==> config.mk <==
export PLATFORM = sky130hd
export DESIGN_NAME = lfomc_ctrl
export DESIGN_NICKNAME = d
export VERILOG_FILES = /design/src/rtl/lfo_modulated_chorus_assert.svh /design/src/rtl/lfomc_pkg.sv /design/src/rtl/lfomc_ctrl.sv
export SDC_FILE = /design/constraint.sdc
export NUM_CORES = 1
export LEC_CHECK = 0
export ABC_CLOCK_PERIOD_IN_PS = 2700
export BUFFER_PORTS_ARGS = -buffer_cell sky130_fd_sc_hd__buf_2
export CAP_MARGIN = 20
export CORE_MARGIN = 2
export CORE_UTILIZATION = 53
export DETAILED_ROUTE_END_ITERATION = 8
export PLACE_DENSITY = 0.74
export SYNTH_ARGS = -nofsm -noshare
export SYNTH_HDL_FRONTEND = slang
export SYNTH_SLANG_ARGS = --single-unit
export TNS_END_PERCENT = 20
==> constraint.sdc <==
create_clock -name clk -period 2.7 [get_ports clk]
set_input_delay 0.135 -clock clk [delete_from_list [all_inputs] [get_ports clk]]
set_output_delay 0.135 -clock clk [all_outputs]
set_load 0.01 [all_outputs]
==> src/rtl/lfo_modulated_chorus_assert.svh <==
// Assertion macros for the chorus block.
// Used by the top level only; expects clk and rst_n in scope.
`ifndef LFO_MODULATED_CHORUS_ASSERT_SVH
`define LFO_MODULATED_CHORUS_ASSERT_SVH

// pre holds at one edge -> post holds at the next
`define LMC_ASSERT_NEXT(lbl, pre, post) \
  lbl: assert property (@(posedge clk) disable iff (!rst_n) (pre) |=> (post)) \
    else $error("chorus assertion failed");

// pre holds -> post holds at the same edge
`define LMC_ASSERT_NOW(lbl, pre, post) \
  lbl: assert property (@(posedge clk) disable iff (!rst_n) (pre) |-> (post)) \
    else $error("chorus assertion failed");

`endif

==> src/rtl/lfomc_pkg.sv <==
// Shared types, constants and the sine table for the chorus block.
// No dependencies; imported by every module of the block.
package lfomc_pkg;

  localparam int DELAY_DEPTH     = 4096;
  localparam int SINE_TABLE_SIZE = 256;

  localparam int AW     = $clog2(DELAY_DEPTH);
  localparam int FILL_W = $clog2(DELAY_DEPTH + 1);
  localparam int SIW    = $clog2(SINE_TABLE_SIZE);
  localparam int PH_W   = 24;
  localparam int DW     = AW + 8;
  localparam int DIV_W  = 34;
  localparam int DEN_W  = 24;
  localparam int MS_W   = 30;
  localparam int TV_W   = 26;
  localparam int ACC_W  = 42;

  localparam logic [1:0] CFG_MODE  = 2'd0;
  localparam logic [1:0] CFG_RATE  = 2'd1;
  localparam logic [1:0] CFG_DEPTH = 2'd2;
  localparam logic [1:0] CFG_SR    = 2'd3;

  localparam logic [1:0] MODE_SINGLE = 2'd1;
  localparam logic [1:0] MODE_DUAL   = 2'd2;

  localparam logic [9:0]  RATE_MIN  = 10'd10;
  localparam logic [9:0]  RATE_MAX  = 10'd1000;
  localparam logic [8:0]  DEPTH_MAX = 9'd256;

  // exact floor(n / 1000) and floor(n / 5000) for n < 2^31 by reciprocal multiply
  localparam logic [31:0] RECIP_A    = 32'd2199023256;  // ceil(2^41 / 1000)
  localparam logic [31:0] RECIP_B    = 32'd3518437209;  // ceil(2^44 / 5000)
  localparam int          RECIP_SH_A = 41;
  localparam int          RECIP_SH_B = 44;

  localparam logic signed [MS_W-1:0] MS_A_BASE = MS_W'(5 * (1 << 23));
  localparam logic signed [MS_W-1:0] MS_B_BASE = MS_W'(5 * (13 << 22));

  localparam logic signed [15:0] W_07 = 16'sd22938;
  localparam logic signed [15:0] W_03 = 16'sd9830;
  localparam logic signed [15:0] W_06 = 16'sd19661;
  localparam logic signed [15:0] W_01 = 16'sd3277;

  localparam logic [63:0] Q30_ONE     = 64'd1073741824;
  localparam logic [63:0] HALF_PI_Q30 = 64'd1686629713;

  typedef enum logic [3:0] {
    OP_NOP, OP_LOAD, OP_WRITE, OP_DIV_STEP, OP_PHASE, OP_SINE, OP_MS, OP_MSR,
    OP_DIV_DLY, OP_CLAMP, OP_RD1, OP_RD2, OP_TAP, OP_MAC, OP_RESULT
  } op_t;

  typedef enum logic [1:0] {SRC_X, SRC_VA, SRC_VB} src_t;
  typedef enum logic [1:0] {WT_07, WT_03, WT_06, WT_01} wt_t;

  typedef struct packed {
    op_t  op;
    logic tap;      // 0 tap A, 1 tap B
    logic acc_sel;  // 0 left, 1 right
    logic acc_clr;
    src_t src;
    wt_t  wt;
  } dp_cmd_t;

  typedef struct packed {
    logic bypass;
    logic dual;
    logic div_busy;
  } dp_stat_t;

  typedef logic signed [15:0] sine_rom_t [SINE_TABLE_SIZE];

  // Q30 series sine, rounded to Q15, evaluated at elaboration only
  function automatic logic signed [15:0] sine_entry(input int unsigned idx);
    logic [63:0] a, w, x, x2, t, s, q;
    logic [1:0]  quad;
    a    = (64'(idx) << 32) / 64'(SINE_TABLE_SIZE);
    quad = a[31:30];
    w    = a & (Q30_ONE - 64'd1);
    if (quad[0]) w = Q30_ONE - w;
    x  = (w * HALF_PI_Q30) >> 30;
    x2 = (x * x) >> 30;
    t  = Q30_ONE - x2 / 64'd72;
    t  = Q30_ONE - ((x2 * t) >> 30) / 64'd42;
    t  = Q30_ONE - ((x2 * t) >> 30) / 64'd20;
    t  = Q30_ONE - ((x2 * t) >> 30) / 64'd6;
    s  = (x * t) >> 30;
    q  = (s + 64'd16384) >> 15;
    if (q > 64'd32767) q = 64'd32767;
    return quad[1] ? -$signed(16'(q)) : $signed(16'(q));
  endfunction

  function automatic sine_rom_t build_sine_rom();
    sine_rom_t r;
    for (int i = 0; i < SINE_TABLE_SIZE; i++) r[i] = sine_entry(i);
    return r;
  endfunction

  localparam sine_rom_t SINE_ROM = build_sine_rom();

endpackage

==> src/rtl/lfomc_ctrl.sv <==
// Sequencer for the chorus datapath and owner of the output valid flag.
// Depends on lfomc_pkg.
module lfomc_ctrl (
  input  logic                clk,
  input  logic                rst_n,
  input  logic                in_tvalid,
  output logic                in_tready,
  output logic                out_tvalid,
  input  logic                out_tready,
  input  lfomc_pkg::dp_stat_t stat,
  output lfomc_pkg::dp_cmd_t  cmd
);
  import lfomc_pkg::*;

  typedef enum logic [14:0] {
    S_IDLE  = 15'b000_0000_0000_0001,
    S_WRITE = 15'b000_0000_0000_0010,
    S_DIVS  = 15'b000_0000_0000_0100,
    S_DIVSW = 15'b000_0000_0000_1000,
    S_PHASE = 15'b000_0000_0001_0000,
    S_SINE  = 15'b000_0000_0010_0000,
    S_MS    = 15'b000_0000_0100_0000,
    S_MSR   = 15'b000_0000_1000_0000,
    S_DIVD  = 15'b000_0001_0000_0000,
    S_CLAMP = 15'b000_0010_0000_0000,
    S_RD1   = 15'b000_0100_0000_0000,
    S_RD2   = 15'b000_1000_0000_0000,
    S_TAP   = 15'b001_0000_0000_0000,
    S_MIX   = 15'b010_0000_0000_0000,
    S_DONE  = 15'b100_0000_0000_0000
  } state_t;

  state_t     state_r, state_nxt;
  logic       tap_r, tap_nxt;
  logic [2:0] mix_r, mix_nxt;
  logic       ovalid_r, ovalid_nxt;
  logic       mix_last;

  always_comb begin
    state_nxt   = state_r;
    tap_nxt     = tap_r;
    mix_nxt     = mix_r;
    ovalid_nxt  = ovalid_r && !out_tready;
    mix_last    = 1'b0;
    cmd         = '0;
    cmd.op      = OP_NOP;
    cmd.tap     = tap_r;
    cmd.src     = SRC_X;
    cmd.wt      = WT_07;

    // mixer program: single tap 2 steps, dual 6 steps
    if (!stat.dual) begin
      case (mix_r)
        3'd0:    begin cmd.acc_clr = 1'b1; cmd.src = SRC_X;  cmd.wt = WT_07; end
        default: begin cmd.src = SRC_VA; cmd.wt = WT_03; mix_last = 1'b1; end
      endcase
    end else begin
      case (mix_r)
        3'd0: begin cmd.acc_clr = 1'b1; cmd.src = SRC_X; cmd.wt = WT_06; end
        3'd1: begin cmd.src = SRC_VA; cmd.wt = WT_03; end
        3'd2: begin cmd.src = SRC_VB; cmd.wt = WT_01; end
        3'd3: begin
          cmd.acc_sel = 1'b1; cmd.acc_clr = 1'b1; cmd.src = SRC_X; cmd.wt = WT_06;
        end
        3'd4: begin cmd.acc_sel = 1'b1; cmd.src = SRC_VB; cmd.wt = WT_03; end
        default: begin
          cmd.acc_sel = 1'b1; cmd.src = SRC_VA; cmd.wt = WT_01; mix_last = 1'b1;
        end
      endcase
    end

    case (state_r)
      S_IDLE: begin
        if (in_tvalid) begin
          cmd.op    = OP_LOAD;
          state_nxt = S_WRITE;
        end
      end
      S_WRITE: begin
        cmd.op    = OP_WRITE;
        tap_nxt   = 1'b0;
        state_nxt = stat.bypass ? S_DONE : S_DIVS;
      end
      S_DIVS: begin
        cmd.op    = OP_DIV_STEP;
        state_nxt = S_DIVSW;
      end
      S_DIVSW: if (!stat.div_busy) state_nxt = S_PHASE;
      S_PHASE: begin
        cmd.op    = OP_PHASE;
        state_nxt = S_SINE;
      end
      S_SINE: begin
        cmd.op    = OP_SINE;
        state_nxt = S_MS;
      end
      S_MS: begin
        cmd.op    = OP_MS;
        state_nxt = S_MSR;
      end
      S_MSR: begin
        cmd.op    = OP_MSR;
        state_nxt = S_DIVD;
      end
      S_DIVD: begin
        cmd.op    = OP_DIV_DLY;
        state_nxt = S_CLAMP;
      end
      S_CLAMP: begin
        cmd.op    = OP_CLAMP;
        state_nxt = S_RD1;
      end
      S_RD1: begin
        cmd.op    = OP_RD1;
        state_nxt = S_RD2;
      end
      S_RD2: begin
        cmd.op    = OP_RD2;
        state_nxt = S_TAP;
      end
      S_TAP: begin
        cmd.op = OP_TAP;
        if (stat.dual && !tap_r) begin
          tap_nxt   = 1'b1;
          state_nxt = S_MS;
        end else begin
          mix_nxt   = 3'd0;
          state_nxt = S_MIX;
        end
      end
      S_MIX: begin
        cmd.op = OP_MAC;
        if (mix_last) state_nxt = S_DONE;
        else mix_nxt = mix_r + 3'd1;
      end
      S_DONE: begin
        if (!ovalid_r || out_tready) begin
          cmd.op     = OP_RESULT;
          ovalid_nxt = 1'b1;
          state_nxt  = S_IDLE;
        end
      end
      default: state_nxt = S_IDLE;
    endcase
  end

  always_ff @(posedge clk) begin
    if (!rst_n) begin
      state_r  <= S_IDLE;
      tap_r    <= 1'b0;
      mix_r    <= '0;
      ovalid_r <= 1'b0;
    end else begin
      state_r  <= state_nxt;
      tap_r    <= tap_nxt;
      mix_r    <= mix_nxt;
      ovalid_r <= ovalid_nxt;
    end
  end

  assign in_tready  = (state_r == S_IDLE);
  assign out_tvalid = ovalid_r;

endmodule

==> impl_metrics.csv <==
group,metric,value,unit
worst_hold_path,holdPathEnd,"mix_r[0]",
worst_setup_path,slowest_stage,"or4_4",
synthesis,synth_top_area_cell,"dfxtp_1",
floorplan,placement_rows,19,
detailed_routing,firstDrtPassIters,4,
clocking,cts_tree,"built",
pwr,power_density,414,nW/um^2
worst_setup_path,cp_top_family,"simple AND/OR/NAND/NOR gates",
synthesis,seq_area_frac_synth,26.1,%
global_routing,grt_start_max_net_pins,12,
synthesis,syn_nets,201,
detailed_routing,drcViolationCount,0,
global_routing,grt_pass1_wl,5.62,mm
sta,setup_viol,0,
place,post_dp_cell_area,1550,sq um
pwr,p_switching,0.000211,W
detailed_routing,drt_iter0_markers,78,
pwr,clock_power_share,27.3,%
place,dpl.cell_count,226,
worst_setup_path,start_kind,"flip-flop",
worst_setup_path,reg2reg_slack,0.30,ns
worst_setup_path,cp_cell_sequence,"or4_4 -> or3_1 -> or4_1 -> nand4_1 -> buf_2",
pwr,p_sw_share,31.8,%
worst_setup_path,r2r-end,"state_r[10]",
worst_hold_path,min_path_type,"in2reg",
pwr,seq_power_share,48.9,%
sta,tightestPinTransition,0.437,ns
synthesis,synth_cells,189,
place,place_congestion,0.842,
worst_setup_path,regToRegStartpoint,"mix_r[0]",
worst_setup_path,path_class,"reg2out",
synthesis,synthTopCellsByArea,"dfxtp_1 (26%), o21ai_0 (5.2%), clkbuf_8 (4.5%), ha_1 (4.1%), nor3_1 (3.9%)",
final_layout,drive_above_1_share,20.0,%
clocking,clk_pin_slew,0.11,ns
floorplan,core,2760,sq um
floorplan,die-area,3340,sq um
pwr,ir_drop,468,uV
status,status,"finished, final reports clean",
detailed_routing,drt-vias-per-instance,6.35,
floorplan,die_h,57.8,microns
pwr,leakagePower,0.639,nW
final_layout,fin_area,1600,sq um
worst_setup_path,critPathMaxFanout,8,
final_layout,final_cells,231,
sta,max_freq,386,MHz
global_routing,grt_pass1_vias,1259,
detailed_routing,vias,1467,
final_layout,syn2layout_area_growth,4.40,%
global_routing,grtUsageTotal,21.5,%
worst_setup_path,worst-path-buf-inv,1,
global_routing,grt_overflow,0,
synthesis,synth.cell_area,1540,sq um
pwr,pwr-share-comb,23.8,%
worst_setup_path,required,2.57,ns
clocking,root_buffer,"clkbuf_4",
final_layout,fin_util,58.1,%
worst_hold_path,whs_path_depth,3,
clocking,cts_buffers,3,
clocking,clockBufferDepth,2,
final_layout,nNetsFinal,213,
sta,fin_tns_setup,0,ns
pwr,power.internal,0.000453,W
sta,post-route-period-util,96.1,%
synthesis,yosysWarningCount,0,
synthesis,synth_edf_count,0,
floorplan,io-pin-count,20,
worst_setup_path,cp-end-kind,"output pin",
floorplan,die_width,57.8,microns
sta,rsz0062_at_grt,"false",
synthesis,synth.top_cell.area_share,26.1,%
worst_hold_path,hp-start,"rst_n",
worst_setup_path,slowest_delay,0.58,ns
run,cap_violations,0,
synthesis,ys_types,49,
sta,layout_min_cycle_time,2.59,ns
synthesis,ys_ff_latch,20,
detailed_routing,totalWireLength,3.42,mm
place,hpwl,2.62,mm
sta,relSlewSlack,70.6,%
worst_setup_path,worstPathArrival,2.46,ns
sta,hold_violations,0,
worst_setup_path,r2r_cells,7,
global_routing,antenna_found_initial,0,
final_layout,final_cell_mix,"buf_2 (19), dfxtp_1 (19), o21ai_0 (16)",
detailed_routing,avgRoutedWirePerCell,14.8,microns
clocking,numClockSinks,20,
pwr,power,0.000664,W
floorplan,start_util,55.7,%
synthesis,async_flop_share,0,%
sta,finalMaxSlewViolations,0,
final_layout,antenna_cells,0,
detailed_routing,drtAntennaViolNets,0,
sta,worst_clock_skew,0.00253,ns
place,numPortBuffers,19,
synthesis,synthFlopType,"dfxtp_1",
clocking,clk_latency,0.31,ns
clocking,cts-htree-levels,1,
synthesis,syn_avg_cell_area,8.12,sq um
Yosys cell counts (3+ instances only):
library cell   n
xor2_1         4
nand4_1        6
or4_4          3
o21a_1         3
or3_1          3
nor3_1        12
ha_1           5
nor4b_1        3
clkbuf_8       5
dfxtp_1       20
nand3b_1       4
nand3_1        7
nand2_1       13
inv_1          6
a21oi_1       11
clkbuf_1       3
buf_4          4
nor4_1         3
nor2_1        12
nor2b_1        6
o21ai_0       16
tightest hold or removal path, delay by kind of cell:
family	cells	cell delay [ns]
compound gates	2	0.13
buf+inv	1	0.16
cell families (layout without fill, tap and decap cells):
logic type | count (synthesis) | in the layout | share of synthesized area [%]
AND/OR/NAND/NOR | 92 | 92 | 37.4
AO/OA/AOI/OAI | 42 | 42 | 17.0
buffers and inverters | 22 | 33 | 10.8
flip-flops | 20 | 20 | 26.1
XOR/XNOR | 6 | 6 | 3.42
adder cells (fa/ha/maj) | 5 | 5 | 4.07
multiplexers | 2 | 2 | 1.30
sequential cells by signal, indices dropped and copies added, names as in the netlist:
signal      cells
state_r        15
mix_r           3
out_tvalid      1
tap_r           1
final cells by class:
type	instances	area (sq um)
Fill cell	250	1150
Inverter	6	22.5
Tap cell	31	38.8
Clock buffer	4	36.3
Timing Repair Buffer	23	128
Multi-Input combinational cell	147	976
Sequential cell	20	402
per-stage QoR:
stage               worst slack (ns)  hold slack (ns)
CTS                           0.0787            0.140
global route                 0.00885            0.147
detailed placement             0.336            0.337
floorplan                      0.481            0.214
finish                         0.106            0.148
global placement               0.448            0.325
how the worst max path moves through the flow:
stage	start	end	slack [ns]	depth (start not counted)
2_1_floorplan	mix_r[2]	state_r[10]	0.48	8
3_3_place_gp	mix_r[2]	state_r[9]	0.45	6
3_5_place_dp	mix_r[0]	state_r[11]	0.34	7
4_1_cts	state_r[5]	cmd[7]	0.08	5
5_1_grt	state_r[6]	cmd[7]	0.009	5
6_report	state_r[4]	cmd[7]	0.11	5
what timing repair did:
item,CTS,global route
resized for setup,0,2
hold endpoints to repair,1,0
setup endpoints to repair,0,2
hold buffers,1,0
buffers inserted,0,0
power groups by stage:
| stage | sequential [W] | combinational (W) | clock [W] |
|---|---|---|---|
| floorplan | 0.000312 | 0.000138 | 0 |
| global placement | 0.000330 | 0.000150 | 0 |
| detailed placement | 0.000331 | 0.000153 | 0 |
| CTS | 0.000324 | 0.000155 | 0.000183 |
| global route | 0.000326 | 0.000173 | 0.000192 |
| finish | 0.000325 | 0.000158 | 0.000181 |
layer usage:
| metal | up-vias | global-route usage, % | part of all wire [%] |
|---|---|---|---|
| met5 | - | 0 | 0 |
| met4 | 0 | 11.0 | 2.7 |
| met3 | 13 | 3.35 | 7.7 |
| met2 | 66 | 32.0 | 43 |
| met1 | 660 | 30.2 | 46 |
| li1 | 728 | - | - |
Note: power is estimated with default switching activity, not from simulation.
